[src/design/bkvt_pkg.sv]
// bkvt_pkg: types, codes and the control store program of the key-value table.
// Used by bkvt_store, bounded_key_value_table_core and bkvt_checker; no dependencies.
package bkvt_pkg;

  localparam int CAPACITY = 16;
  localparam int IDX_W    = $clog2(CAPACITY);
  localparam int CNT_W    = $clog2(CAPACITY + 1);
  localparam int KEY_W    = 64;
  localparam int VAL_W    = 32;
  localparam int LIMIT_W  = 5;
  localparam logic [LIMIT_W-1:0] LIMIT_RESET = LIMIT_W'(16);

  typedef enum logic [1:0] {
    CMD_ADD  = 2'd0,
    CMD_FIND = 2'd1,
    CMD_DEL  = 2'd2,
    CMD_DUMP = 2'd3
  } cmd_t;

  typedef enum logic [2:0] {
    ST_INSERTED  = 3'd0,
    ST_UPDATED   = 3'd1,
    ST_FOUND     = 3'd2,
    ST_NOT_FOUND = 3'd3,
    ST_FULL      = 3'd4,
    ST_EMPTY     = 3'd5,
    ST_DELETED   = 3'd6,
    ST_DUMP      = 3'd7
  } status_t;

  typedef struct packed {
    cmd_t               cmd;
    logic [KEY_W-1:0]   key;
    logic signed [VAL_W-1:0] entry_value;
  } in_item_t;

  typedef struct packed {
    status_t            status;
    logic [KEY_W-1:0]   out_key;
    logic signed [VAL_W-1:0] out_value;
    logic               last;
  } out_item_t;

  // store port controls
  typedef struct packed {
    logic             wr_key_en;
    logic             wr_val_en;
    logic [IDX_W-1:0] wr_addr;
    logic             rd_en;
    logic [IDX_W-1:0] rd_addr;
  } store_req_t;

  // micro program counter, one code per step
  typedef enum logic [4:0] {
    UP_IDLE,
    UP_ADD_CHK,
    UP_ADD_SCAN,
    UP_ADD_UPD,
    UP_ADD_INS,
    UP_ADD_FULL,
    UP_FIND_CHK,
    UP_FIND_SCAN,
    UP_FIND_HIT,
    UP_MISS,
    UP_DEL_CHK,
    UP_DEL_SCAN,
    UP_DEL_RDL,
    UP_DEL_MOVE,
    UP_DUMP_CHK,
    UP_DUMP_LOOP,
    UP_EMPTY
  } upc_t;

  typedef enum logic [2:0] {
    COND_NONE,
    COND_ALWAYS,
    COND_ACCEPT,
    COND_CNT_ZERO,
    COND_FULL,
    COND_MATCH,
    COND_SCAN_END
  } cond_t;

  typedef enum logic [1:0] {
    ADDR_IDX,
    ADDR_LAST
  } addr_sel_t;

  typedef enum logic [1:0] {
    IDX_HOLD,
    IDX_CLR,
    IDX_INC
  } idx_op_t;

  typedef enum logic [1:0] {
    WR_NONE,
    WR_INS,
    WR_UPD,
    WR_MOVE
  } wr_op_t;

  typedef enum logic [1:0] {
    CNT_HOLD,
    CNT_INC,
    CNT_DEC
  } cnt_op_t;

  typedef enum logic [1:0] {
    KSRC_ZERO,
    KSRC_REQ,
    KSRC_RD
  } ksrc_t;

  typedef enum logic [1:0] {
    VSRC_ZERO,
    VSRC_HIT,
    VSRC_RD
  } vsrc_t;

  typedef enum logic {
    LAST_ONE,
    LAST_END
  } last_sel_t;

  // one control word
  typedef struct packed {
    logic      in_rdy;
    logic      stay;
    cond_t     cond_a;
    upc_t      tgt_a;
    cond_t     cond_b;
    upc_t      tgt_b;
    addr_sel_t addr_sel;
    logic      rd_en;
    idx_op_t   idx_op;
    logic      slot_ld;
    wr_op_t    wr_op;
    cnt_op_t   cnt_op;
    logic      emit;
    status_t   status;
    ksrc_t     ksrc;
    vsrc_t     vsrc;
    last_sel_t last_sel;
  } ctrl_t;

  // entry step of each command
  function automatic upc_t dispatch(cmd_t cmd);
    upc_t pc;
    unique case (cmd)
      CMD_ADD:  pc = UP_ADD_CHK;
      CMD_FIND: pc = UP_FIND_CHK;
      CMD_DEL:  pc = UP_DEL_CHK;
      CMD_DUMP: pc = UP_DUMP_CHK;
      default:  pc = UP_IDLE;
    endcase
    return pc;
  endfunction

  // control store: the whole program
  function automatic ctrl_t ucode(upc_t pc);
    ctrl_t w;
    w = '0;
    unique case (pc)
      UP_IDLE: begin
        w.in_rdy = 1'b1;
        w.stay   = 1'b1;
        w.cond_a = COND_ACCEPT;
        w.idx_op = IDX_CLR;
      end
      // add: full test first, then prime slot 0 read
      UP_ADD_CHK: begin
        w.cond_a = COND_FULL;     w.tgt_a = UP_ADD_FULL;
        w.cond_b = COND_CNT_ZERO; w.tgt_b = UP_ADD_INS;
        w.rd_en  = 1'b1;          w.idx_op = IDX_INC;
      end
      UP_ADD_SCAN: begin
        w.stay   = 1'b1;
        w.cond_a = COND_MATCH;    w.tgt_a = UP_ADD_UPD;
        w.cond_b = COND_SCAN_END; w.tgt_b = UP_ADD_INS;
        w.rd_en  = 1'b1;          w.idx_op = IDX_INC;
        w.slot_ld = 1'b1;
      end
      UP_ADD_UPD: begin
        w.cond_a = COND_ALWAYS;   w.tgt_a = UP_IDLE;
        w.wr_op  = WR_UPD;
        w.emit   = 1'b1;          w.status = ST_UPDATED;
      end
      UP_ADD_INS: begin
        w.cond_a = COND_ALWAYS;   w.tgt_a = UP_IDLE;
        w.wr_op  = WR_INS;        w.cnt_op = CNT_INC;
        w.emit   = 1'b1;          w.status = ST_INSERTED;
      end
      UP_ADD_FULL: begin
        w.cond_a = COND_ALWAYS;   w.tgt_a = UP_IDLE;
        w.emit   = 1'b1;          w.status = ST_FULL;
      end
      // find
      UP_FIND_CHK: begin
        w.cond_a = COND_CNT_ZERO; w.tgt_a = UP_MISS;
        w.rd_en  = 1'b1;          w.idx_op = IDX_INC;
      end
      UP_FIND_SCAN: begin
        w.stay   = 1'b1;
        w.cond_a = COND_MATCH;    w.tgt_a = UP_FIND_HIT;
        w.cond_b = COND_SCAN_END; w.tgt_b = UP_MISS;
        w.rd_en  = 1'b1;          w.idx_op = IDX_INC;
        w.slot_ld = 1'b1;
      end
      UP_FIND_HIT: begin
        w.cond_a = COND_ALWAYS;   w.tgt_a = UP_IDLE;
        w.emit   = 1'b1;          w.status = ST_FOUND;
        w.ksrc   = KSRC_REQ;      w.vsrc = VSRC_HIT;
      end
      UP_MISS: begin
        w.cond_a = COND_ALWAYS;   w.tgt_a = UP_IDLE;
        w.emit   = 1'b1;          w.status = ST_NOT_FOUND;
      end
      // delete: scan, read the last entry, move it into the hole
      UP_DEL_CHK: begin
        w.cond_a = COND_CNT_ZERO; w.tgt_a = UP_EMPTY;
        w.rd_en  = 1'b1;          w.idx_op = IDX_INC;
      end
      UP_DEL_SCAN: begin
        w.stay   = 1'b1;
        w.cond_a = COND_MATCH;    w.tgt_a = UP_DEL_RDL;
        w.cond_b = COND_SCAN_END; w.tgt_b = UP_MISS;
        w.rd_en  = 1'b1;          w.idx_op = IDX_INC;
        w.slot_ld = 1'b1;
      end
      UP_DEL_RDL: begin
        w.addr_sel = ADDR_LAST;   w.rd_en = 1'b1;
      end
      UP_DEL_MOVE: begin
        w.cond_a = COND_ALWAYS;   w.tgt_a = UP_IDLE;
        w.wr_op  = WR_MOVE;       w.cnt_op = CNT_DEC;
        w.emit   = 1'b1;          w.status = ST_DELETED;
      end
      // dump: one entry out per step
      UP_DUMP_CHK: begin
        w.cond_a = COND_CNT_ZERO; w.tgt_a = UP_EMPTY;
        w.rd_en  = 1'b1;          w.idx_op = IDX_INC;
      end
      UP_DUMP_LOOP: begin
        w.stay   = 1'b1;
        w.cond_a = COND_SCAN_END; w.tgt_a = UP_IDLE;
        w.rd_en  = 1'b1;          w.idx_op = IDX_INC;
        w.emit   = 1'b1;          w.status = ST_DUMP;
        w.ksrc   = KSRC_RD;       w.vsrc = VSRC_RD;
        w.last_sel = LAST_END;
      end
      UP_EMPTY: begin
        w.cond_a = COND_ALWAYS;   w.tgt_a = UP_IDLE;
        w.emit   = 1'b1;          w.status = ST_EMPTY;
      end
      default: begin
        w.cond_a = COND_ALWAYS;   w.tgt_a = UP_IDLE;
      end
    endcase
    return w;
  endfunction

endpackage

[src/design/bkvt_store.sv]
// bkvt_store: key and value arrays with one write port and one registered read port.
// Depends on bkvt_pkg for widths and the store_req_t control struct.
module bkvt_store (
  input  logic                           clk,
  input  bkvt_pkg::store_req_t           req,
  input  logic [bkvt_pkg::KEY_W-1:0]     wr_key,
  input  logic [bkvt_pkg::VAL_W-1:0]     wr_val,
  output logic [bkvt_pkg::KEY_W-1:0]     rd_key,
  output logic [bkvt_pkg::VAL_W-1:0]     rd_val
);
  import bkvt_pkg::*;

  logic [KEY_W-1:0] key_mem [CAPACITY];
  logic [VAL_W-1:0] val_mem [CAPACITY];
  logic [KEY_W-1:0] rd_key_r;
  logic [VAL_W-1:0] rd_val_r;

  // write port
  always_ff @(posedge clk) begin
    if (req.wr_key_en) begin
      key_mem[req.wr_addr] <= wr_key;
    end
    if (req.wr_val_en) begin
      val_mem[req.wr_addr] <= wr_val;
    end
  end

  // registered read port
  always_ff @(posedge clk) begin
    if (req.rd_en) begin
      rd_key_r <= key_mem[req.rd_addr];
      rd_val_r <= val_mem[req.rd_addr];
    end
  end

  assign rd_key = rd_key_r;
  assign rd_val = rd_val_r;

endmodule

[src/design/bounded_key_value_table_core.sv]
// bounded_key_value_table_core: microcoded key-value table with linear search.
// Depends on bkvt_pkg (types, program) and bkvt_store (entry arrays).
//
//   channel   direction  signals                    payload
//   in_       input      in_valid / in_ready        in_item_t  (cmd, key, entry_value)
//   out_      output     out_valid / out_ready      out_item_t (status, key, value, last)
//   cfg_      input      cfg_we                     capacity_limit, 5 bits
//
// add, find and delete run a check step, then a scan step per slot scanned (at most 16),
// and delete adds a step that reads the last entry; dump emits one entry per cycle
// while the output is not stalled.
// the rate is set by the single read port of the store, one slot per cycle while no result stalls.
// the idle step of the program counter takes the next transaction.
// rst_n empties the table and sets the limit to 16; entries need no clearing.
// a stalled result freezes the whole step until the output register frees up.
module bounded_key_value_table_core (
  input  logic                         clk,
  input  logic                         rst_n,
  input  logic                         in_valid,
  output logic                         in_ready,
  input  bkvt_pkg::in_item_t           in_data,
  output logic                         out_valid,
  input  logic                         out_ready,
  output bkvt_pkg::out_item_t          out_data,
  input  logic                         cfg_we,
  input  logic [bkvt_pkg::LIMIT_W-1:0] cfg_data
);
  import bkvt_pkg::*;

  upc_t                pc_r, pc_nxt;
  ctrl_t               cw;
  logic [LIMIT_W-1:0]  limit_r;
  logic [CNT_W-1:0]    cnt_r, cnt_nxt;
  logic [IDX_W-1:0]    idx_r, idx_nxt;
  logic [IDX_W-1:0]    rd_idx_r;
  logic [IDX_W-1:0]    slot_r;
  logic [VAL_W-1:0]    hit_val_r;
  logic [KEY_W-1:0]    key_r;
  logic [VAL_W-1:0]    val_r;
  logic                out_valid_r;
  out_item_t           out_data_r;

  store_req_t          sreq;
  logic [KEY_W-1:0]    wr_key, rd_key;
  logic [VAL_W-1:0]    wr_val, rd_val;

  logic [LIMIT_W-1:0]  limit_eff;
  logic                full, match, scan_end, stall, go, ca, cb;
  out_item_t           res;

  // control word of the current step
  assign cw = ucode(pc_r);

  // status flags
  assign limit_eff = (limit_r > LIMIT_W'(CAPACITY)) ? LIMIT_W'(CAPACITY) : limit_r;
  assign full      = ({{(LIMIT_W > CNT_W ? LIMIT_W - CNT_W : 0){1'b0}}, cnt_r} >= limit_eff);
  assign match     = (rd_key == key_r);
  assign scan_end  = ({1'b0, rd_idx_r} == CNT_W'(cnt_r - CNT_W'(1)));

  // an emitting step waits for the output register
  assign stall = cw.emit && out_valid_r && !out_ready;
  assign go    = !stall;

  assign in_ready = cw.in_rdy;

  // condition evaluation
  always_comb begin
    case (cw.cond_a)
      COND_ALWAYS:   ca = 1'b1;
      COND_ACCEPT:   ca = in_valid;
      COND_CNT_ZERO: ca = (cnt_r == '0);
      COND_FULL:     ca = full;
      COND_MATCH:    ca = match;
      COND_SCAN_END: ca = scan_end;
      default:       ca = 1'b0;
    endcase
    case (cw.cond_b)
      COND_ALWAYS:   cb = 1'b1;
      COND_ACCEPT:   cb = in_valid;
      COND_CNT_ZERO: cb = (cnt_r == '0);
      COND_FULL:     cb = full;
      COND_MATCH:    cb = match;
      COND_SCAN_END: cb = scan_end;
      default:       cb = 1'b0;
    endcase
  end

  // next step
  always_comb begin
    if (!go) begin
      pc_nxt = pc_r;
    end else if (ca) begin
      pc_nxt = (cw.cond_a == COND_ACCEPT) ? dispatch(in_data.cmd) : cw.tgt_a;
    end else if (cb) begin
      pc_nxt = cw.tgt_b;
    end else if (cw.stay) begin
      pc_nxt = pc_r;
    end else begin
      pc_nxt = upc_t'(pc_r + 5'd1);
    end
  end

  // scan index and live count
  always_comb begin
    idx_nxt = idx_r;
    if (go) begin
      case (cw.idx_op)
        IDX_CLR: idx_nxt = '0;
        IDX_INC: idx_nxt = idx_r + IDX_W'(1);
        default: idx_nxt = idx_r;
      endcase
    end
    cnt_nxt = cnt_r;
    if (go) begin
      case (cw.cnt_op)
        CNT_INC: cnt_nxt = cnt_r + CNT_W'(1);
        CNT_DEC: cnt_nxt = cnt_r - CNT_W'(1);
        default: cnt_nxt = cnt_r;
      endcase
    end
  end

  // store port controls
  always_comb begin
    sreq.rd_en   = cw.rd_en && go;
    sreq.rd_addr = (cw.addr_sel == ADDR_LAST) ? IDX_W'(cnt_r - CNT_W'(1)) : idx_r;
    sreq.wr_key_en = 1'b0;
    sreq.wr_val_en = 1'b0;
    sreq.wr_addr   = slot_r;
    wr_key = key_r;
    wr_val = val_r;
    case (cw.wr_op)
      WR_INS: begin
        sreq.wr_key_en = go;
        sreq.wr_val_en = go;
        sreq.wr_addr   = IDX_W'(cnt_r);
      end
      WR_UPD: begin
        sreq.wr_val_en = go;
      end
      WR_MOVE: begin
        sreq.wr_key_en = go;
        sreq.wr_val_en = go;
        wr_key = rd_key;
        wr_val = rd_val;
      end
      default: begin
        sreq.wr_key_en = 1'b0;
      end
    endcase
  end

  bkvt_store u_store (
    .clk    (clk),
    .req    (sreq),
    .wr_key (wr_key),
    .wr_val (wr_val),
    .rd_key (rd_key),
    .rd_val (rd_val)
  );

  // result assembly
  always_comb begin
    res.status = cw.status;
    case (cw.ksrc)
      KSRC_REQ: res.out_key = key_r;
      KSRC_RD:  res.out_key = rd_key;
      default:  res.out_key = '0;
    endcase
    case (cw.vsrc)
      VSRC_HIT: res.out_value = hit_val_r;
      VSRC_RD:  res.out_value = rd_val;
      default:  res.out_value = '0;
    endcase
    res.last = (cw.last_sel == LAST_END) ? scan_end : 1'b1;
  end

  // control registers
  always_ff @(posedge clk) begin
    if (!rst_n) begin
      pc_r        <= UP_IDLE;
      cnt_r       <= '0;
      limit_r     <= LIMIT_RESET;
      out_valid_r <= 1'b0;
    end else begin
      pc_r <= pc_nxt;
      cnt_r <= cnt_nxt;
      if (cfg_we) begin
        limit_r <= cfg_data;
      end
      if (cw.emit && go) begin
        out_valid_r <= 1'b1;
      end else if (out_ready) begin
        out_valid_r <= 1'b0;
      end
    end
  end

  // datapath registers
  always_ff @(posedge clk) begin
    idx_r <= idx_nxt;
    if (in_valid && in_ready) begin
      key_r <= in_data.key;
      val_r <= in_data.entry_value;
    end
    if (sreq.rd_en) begin
      rd_idx_r <= sreq.rd_addr;
    end
    if (cw.slot_ld && go) begin
      slot_r    <= rd_idx_r;
      hit_val_r <= rd_val;
    end
    if (cw.emit && go) begin
      out_data_r <= res;
    end
  end

  assign out_valid = out_valid_r;
  assign out_data  = out_data_r;

endmodule

[config.mk]
export PLATFORM = sky130hd
export DESIGN_NAME = bounded_key_value_table_core
export DESIGN_NICKNAME = d
export VERILOG_FILES = /design/src/design/bkvt_pkg.sv /design/src/design/bkvt_store.sv /design/src/design/bounded_key_value_table_core.sv
export SDC_FILE = /design/constraint.sdc
export NUM_CORES = 2
export LEC_CHECK = 0
export ABC_CLOCK_PERIOD_IN_PS = 9400
export BUFFER_PORTS_ARGS = -buffer_cell sky130_fd_sc_hd__buf_2
export CAP_MARGIN = 0
export CORE_UTILIZATION = 45
export CTS_BUF_LIST = sky130_fd_sc_hd__clkbuf_4
export CTS_CLUSTER_SIZE = 8
export DETAILED_ROUTE_END_ITERATION = 8
export GPL_TIMING_DRIVEN = 0
export HOLD_SLACK_MARGIN = 0.02
export PLACE_DENSITY_LB_ADDON = 0.1
export SYNTH_ARGS = -nofsm -noshare
export SYNTH_HDL_FRONTEND = slang
export SYNTH_HIERARCHICAL = 1
export SYNTH_SLANG_ARGS = --single-unit
[constraint.sdc]
create_clock -name clk -period 9.4 [get_ports clk]
set_input_delay 0 -clock clk [delete_from_list [all_inputs] [get_ports clk]]
set_output_delay 0 -clock clk [all_outputs]
set_load 0.01 [all_outputs]
==> flow_metrics.env <==
export IMPL_cp_num_buf_inv=5
export IMPL_p_clk_share_pct=26.6
export IMPL_drtAntennaViolNets=0
export IMPL_placeableCoreArea_sq_um=160000
export IMPL_period_share_pct=58.1
export IMPL_hold_violations=0
export IMPL_synth_top_area_share_pct=77.4
export IMPL_portBuffers=208
export IMPL_p_per_area_nw_per_um2=290
export IMPL_combPwrFrac_pct=29.5
export IMPL_cts_buffers=490
export IMPL_critPathTopFamily="buffers and inverters"
export IMPL_dpl_worst_slack_ps=4120
export IMPL_switchingPower_uw=8430
export IMPL_post_route_util_pct=54.8
export IMPL_synth_most_common_cell="edfxtp_1"
export IMPL_io_pins=210
export IMPL_synth_area_leaders="edfxtp_1, mux4_2, a22oi_1"
export IMPL_reg2reg_slack_ps=3940
export IMPL_synth_edf_count=1872
export IMPL_ys_seq_elements=1888
export IMPL_place_congestion=0.821
export IMPL_required_ps=10580
export IMPL_dpl_cell_count=5863
export IMPL_avgSynthCellArea_sq_um=21.3
export IMPL_cpMaxStageDelayCell="clkbuf_1"
export IMPL_antenna_found_initial=8
export IMPL_fp_dieArea_sq_um=163000
export IMPL_setup_worst_path_start_class="flip-flop"
export IMPL_path_max_fanout=10
export IMPL_grt_overflow_total=0
export IMPL_path_common_cell="clkbuf_1"
export IMPL_clk_pin_slew_ps=70
export IMPL_dr_pass1_iters=5
export IMPL_p_total_uw=25500
export IMPL_cts_root_buf="clkbuf_4"
export IMPL_cp_arrival_ps=6640
export IMPL_vias=40117
export IMPL_reg2regPathDepth=11
export IMPL_drt_iter0_markers=4490
export IMPL_setup_viol=0
export IMPL_skew_ps=109
export IMPL_die_h_um=404
export IMPL_fmaxAchievable_mhz=183
export IMPL_layout_setup_ws_ps=3940
export IMPL_crit_type="flip-flop to flip-flop"
export IMPL_ys_warnings_count=6
export IMPL_syn_nets=3536
export IMPL_clock_latency_ps=1440
export IMPL_postCtsSetupBuffers=0
export IMPL_worstReg2RegStart="pc_r[2]"
export IMPL_grt_use_total_pct=26.5
export IMPL_slew_headroom_pct=1.24
export IMPL_fp_row_count=147
export IMPL_maxCapViolations=0
export IMPL_yosysUniqueCellTypes=61
export IMPL_swShare_pct=33.1
export IMPL_grt_max_degree=44
export IMPL_hold_ws_ps=208
export IMPL_cts_tree="done"
export IMPL_fin_nets=4649
export IMPL_r2r_end="u_store/rd_key[28]"
export IMPL_hpwl_mm=135
export IMPL_htree_levels=5
export IMPL_netlist_area_sq_um=72600
export IMPL_rsz0062_at_grt="false"
export IMPL_p_seq_share_pct=43.9
export IMPL_synth_top_cells_by_count="edfxtp_1, mux4_2, a22oi_1"
export IMPL_min_path_type="input pin to flip-flop"
export IMPL_slew_violations=0
export IMPL_yosysTopAreaCell="edfxtp_1"
export IMPL_vdd_drop_max_uv=154
export IMPL_synth_seq_area_share_pct=77.8
export IMPL_routedWlPerCell_um=30.7
export IMPL_ys_flop_type="edfxtp_1"
export IMPL_area_delta_synth_final_pct=21.0
export IMPL_grt_pass1_wl_mm=300
export IMPL_grt_pass1_vias=40690
export IMPL_die_w_um=404
export IMPL_routed_via_density=5.70
export IMPL_outcome="complete, no violations"
export IMPL_synth_async_reset_ratio_pct=0
export IMPL_initial_core_util_pct=45.3
export IMPL_leakage_uw=0.0285
export IMPL_drive_gt1_share_pct=33.3
export IMPL_path_cells="buf_4, inv_1, nor2_1, nand3_1, o21ai_0, and2_1, clkbuf_1, clkbuf_1, clkbuf_1, a22oi_1, nand2_1"
export IMPL_whs_path_depth=4
export IMPL_p_int_uw=17100
export IMPL_routed_wl_mm=216
export IMPL_cts_sinks=1888
export IMPL_slowest_delay_ps=1020
export IMPL_endpoint_kind="flip-flop"
export IMPL_final_cell_count_no_fill=7034
export IMPL_drc=0
export IMPL_period_minus_slack_ps=5460
export IMPL_syn_inst=3405
export IMPL_hold_end="limit_r[4]"
export IMPL_clockBufferDepth=4
export IMPL_min_from="cfg_we"
export IMPL_worstMarginPinSlew_ps=1480
==> worst max-delay path by stage <==
| stage | from | depth (start not counted) | end |
|---|---|---|---|
| after floorplan | pc_r[0] | 10 | rd_idx_r[0] |
| after detailed placement | pc_r[2] | 11 | u_store/rd_key[30] |
| after global placement | pc_r[0] | 10 | u_store/rd_key[8] |
| final | pc_r[2] | 11 | u_store/rd_key[28] |
| after global routing | pc_r[2] | 11 | u_store/rd_key[28] |
| after CTS | pc_r[2] | 11 | u_store/rd_key[28] |
==> placed cells by master, fill, tap and decap left out, drive strengths merged, types with 4 or more instances in the layout <==
cell	netlist	layout
edfxtp	1872	1872
clkinv	0	129
and2	9	9
nor4	5	5
mux2	101	101
nor2b	8	8
clkbuf	93	795
buf	95	393
nor3	8	8
a211oi	4	4
diode	0	10
nand4	15	15
nand3	17	17
xnor2	67	67
dlygate4sd3	0	323
nand2b	8	8
mux4	384	384
a21oi	18	18
o21ai	10	10
ha	23	23
or2	4	4
nand2	123	123
nor2	156	156
mux2i	9	9
dfxtp	16	16
inv	18	20
a22oi	289	289
xor2	10	10
==> flip-flops by register name, summed over array words and instances, names as in the netlist <==
name,cells
hit_val_r,32
rd_idx_r,4
idx_r,4
out_data,100
pc_r,5
limit_r,5
u_store/key_mem,1024
u_store/val_mem,512
u_store/rd_key,64
val_r,32
slot_r,4
key_r,64
u_store/rd_val,32
cnt_r,5
out_valid,1
==> routing by layer <==
| metal | part of all wire (%) | track usage, % |
|---|---|---|
| met2 | 49 | 42.6 |
| met5 | 0 | 0 |
| met4 | 2.3 | 7.91 |
| met1 | 41 | 36.4 |
| met3 | 7.9 | 5.84 |
==> worst min-delay path, stage by stage <==
cell           delay [ps]
dlygate4sd3_1         550
clkbuf_1              210
o211ai_1              210
dlygate4sd3_1         560
==> kinds of logic (layout without fill, tap and decap cells) <==
family / Yosys count / in the layout / share of synthesized area (%)
simple gates: 367 / 367 / 2.22
mux: 494 / 494 / 13.6
flops: 1888 / 1888 / 77.8
other cells: 0 / 10 / 0
fa+ha+maj: 23 / 23 / 0.396
buf+inv: 206 / 1665 / 1.41
xor+xnor: 78 / 78 / 0.972
compound gates: 349 / 349 / 3.57
==> timing repair <==
item                                   4_1_cts  5_1_grt
hold buffers                               323        0
endpoints found under the hold margin      312        0
gates resized for setup                      0        0
==> per-stage QoR <==
| stage | setup TNS, ps | area (sq um) |
|---|---|---|
| finish | 0 | 87900 |
| global route | 0 | 87800 |
| CTS | 0 | 87800 |
| detailed placement | 0 | 78700 |
| global placement | -1848350 | 76400 |
| floorplan | 0 | 72600 |
==> area by class of cell <==
| type | count | area, sq um |
|---|---|---|
| Antenna cell | 10 | 25.0 |
| Buffer | 188 | 961 |
| Clock buffer | 702 | 5270 |
| Clock inverter | 136 | 612 |
| Fill cell | 12693 | 72500 |
| Inverter | 18 | 67.6 |
| Multi-Input combinational cell | 1311 | 15400 |
| Sequential cell | 1888 | 56500 |
| Tap cell | 2160 | 2700 |
| Timing Repair Buffer | 621 | 6330 |
==> power groups by stage <==
stage	logic [uW]	registers (uW)	clock network [uW]
floorplan	4340	11300	0
global placement	7080	11500	0
detailed placement	7430	11300	0
CTS	7560	11200	6960
global route	7920	11200	7380
finish	7520	11200	6780
No activity file was read; power rests on OpenSTA's default activity.
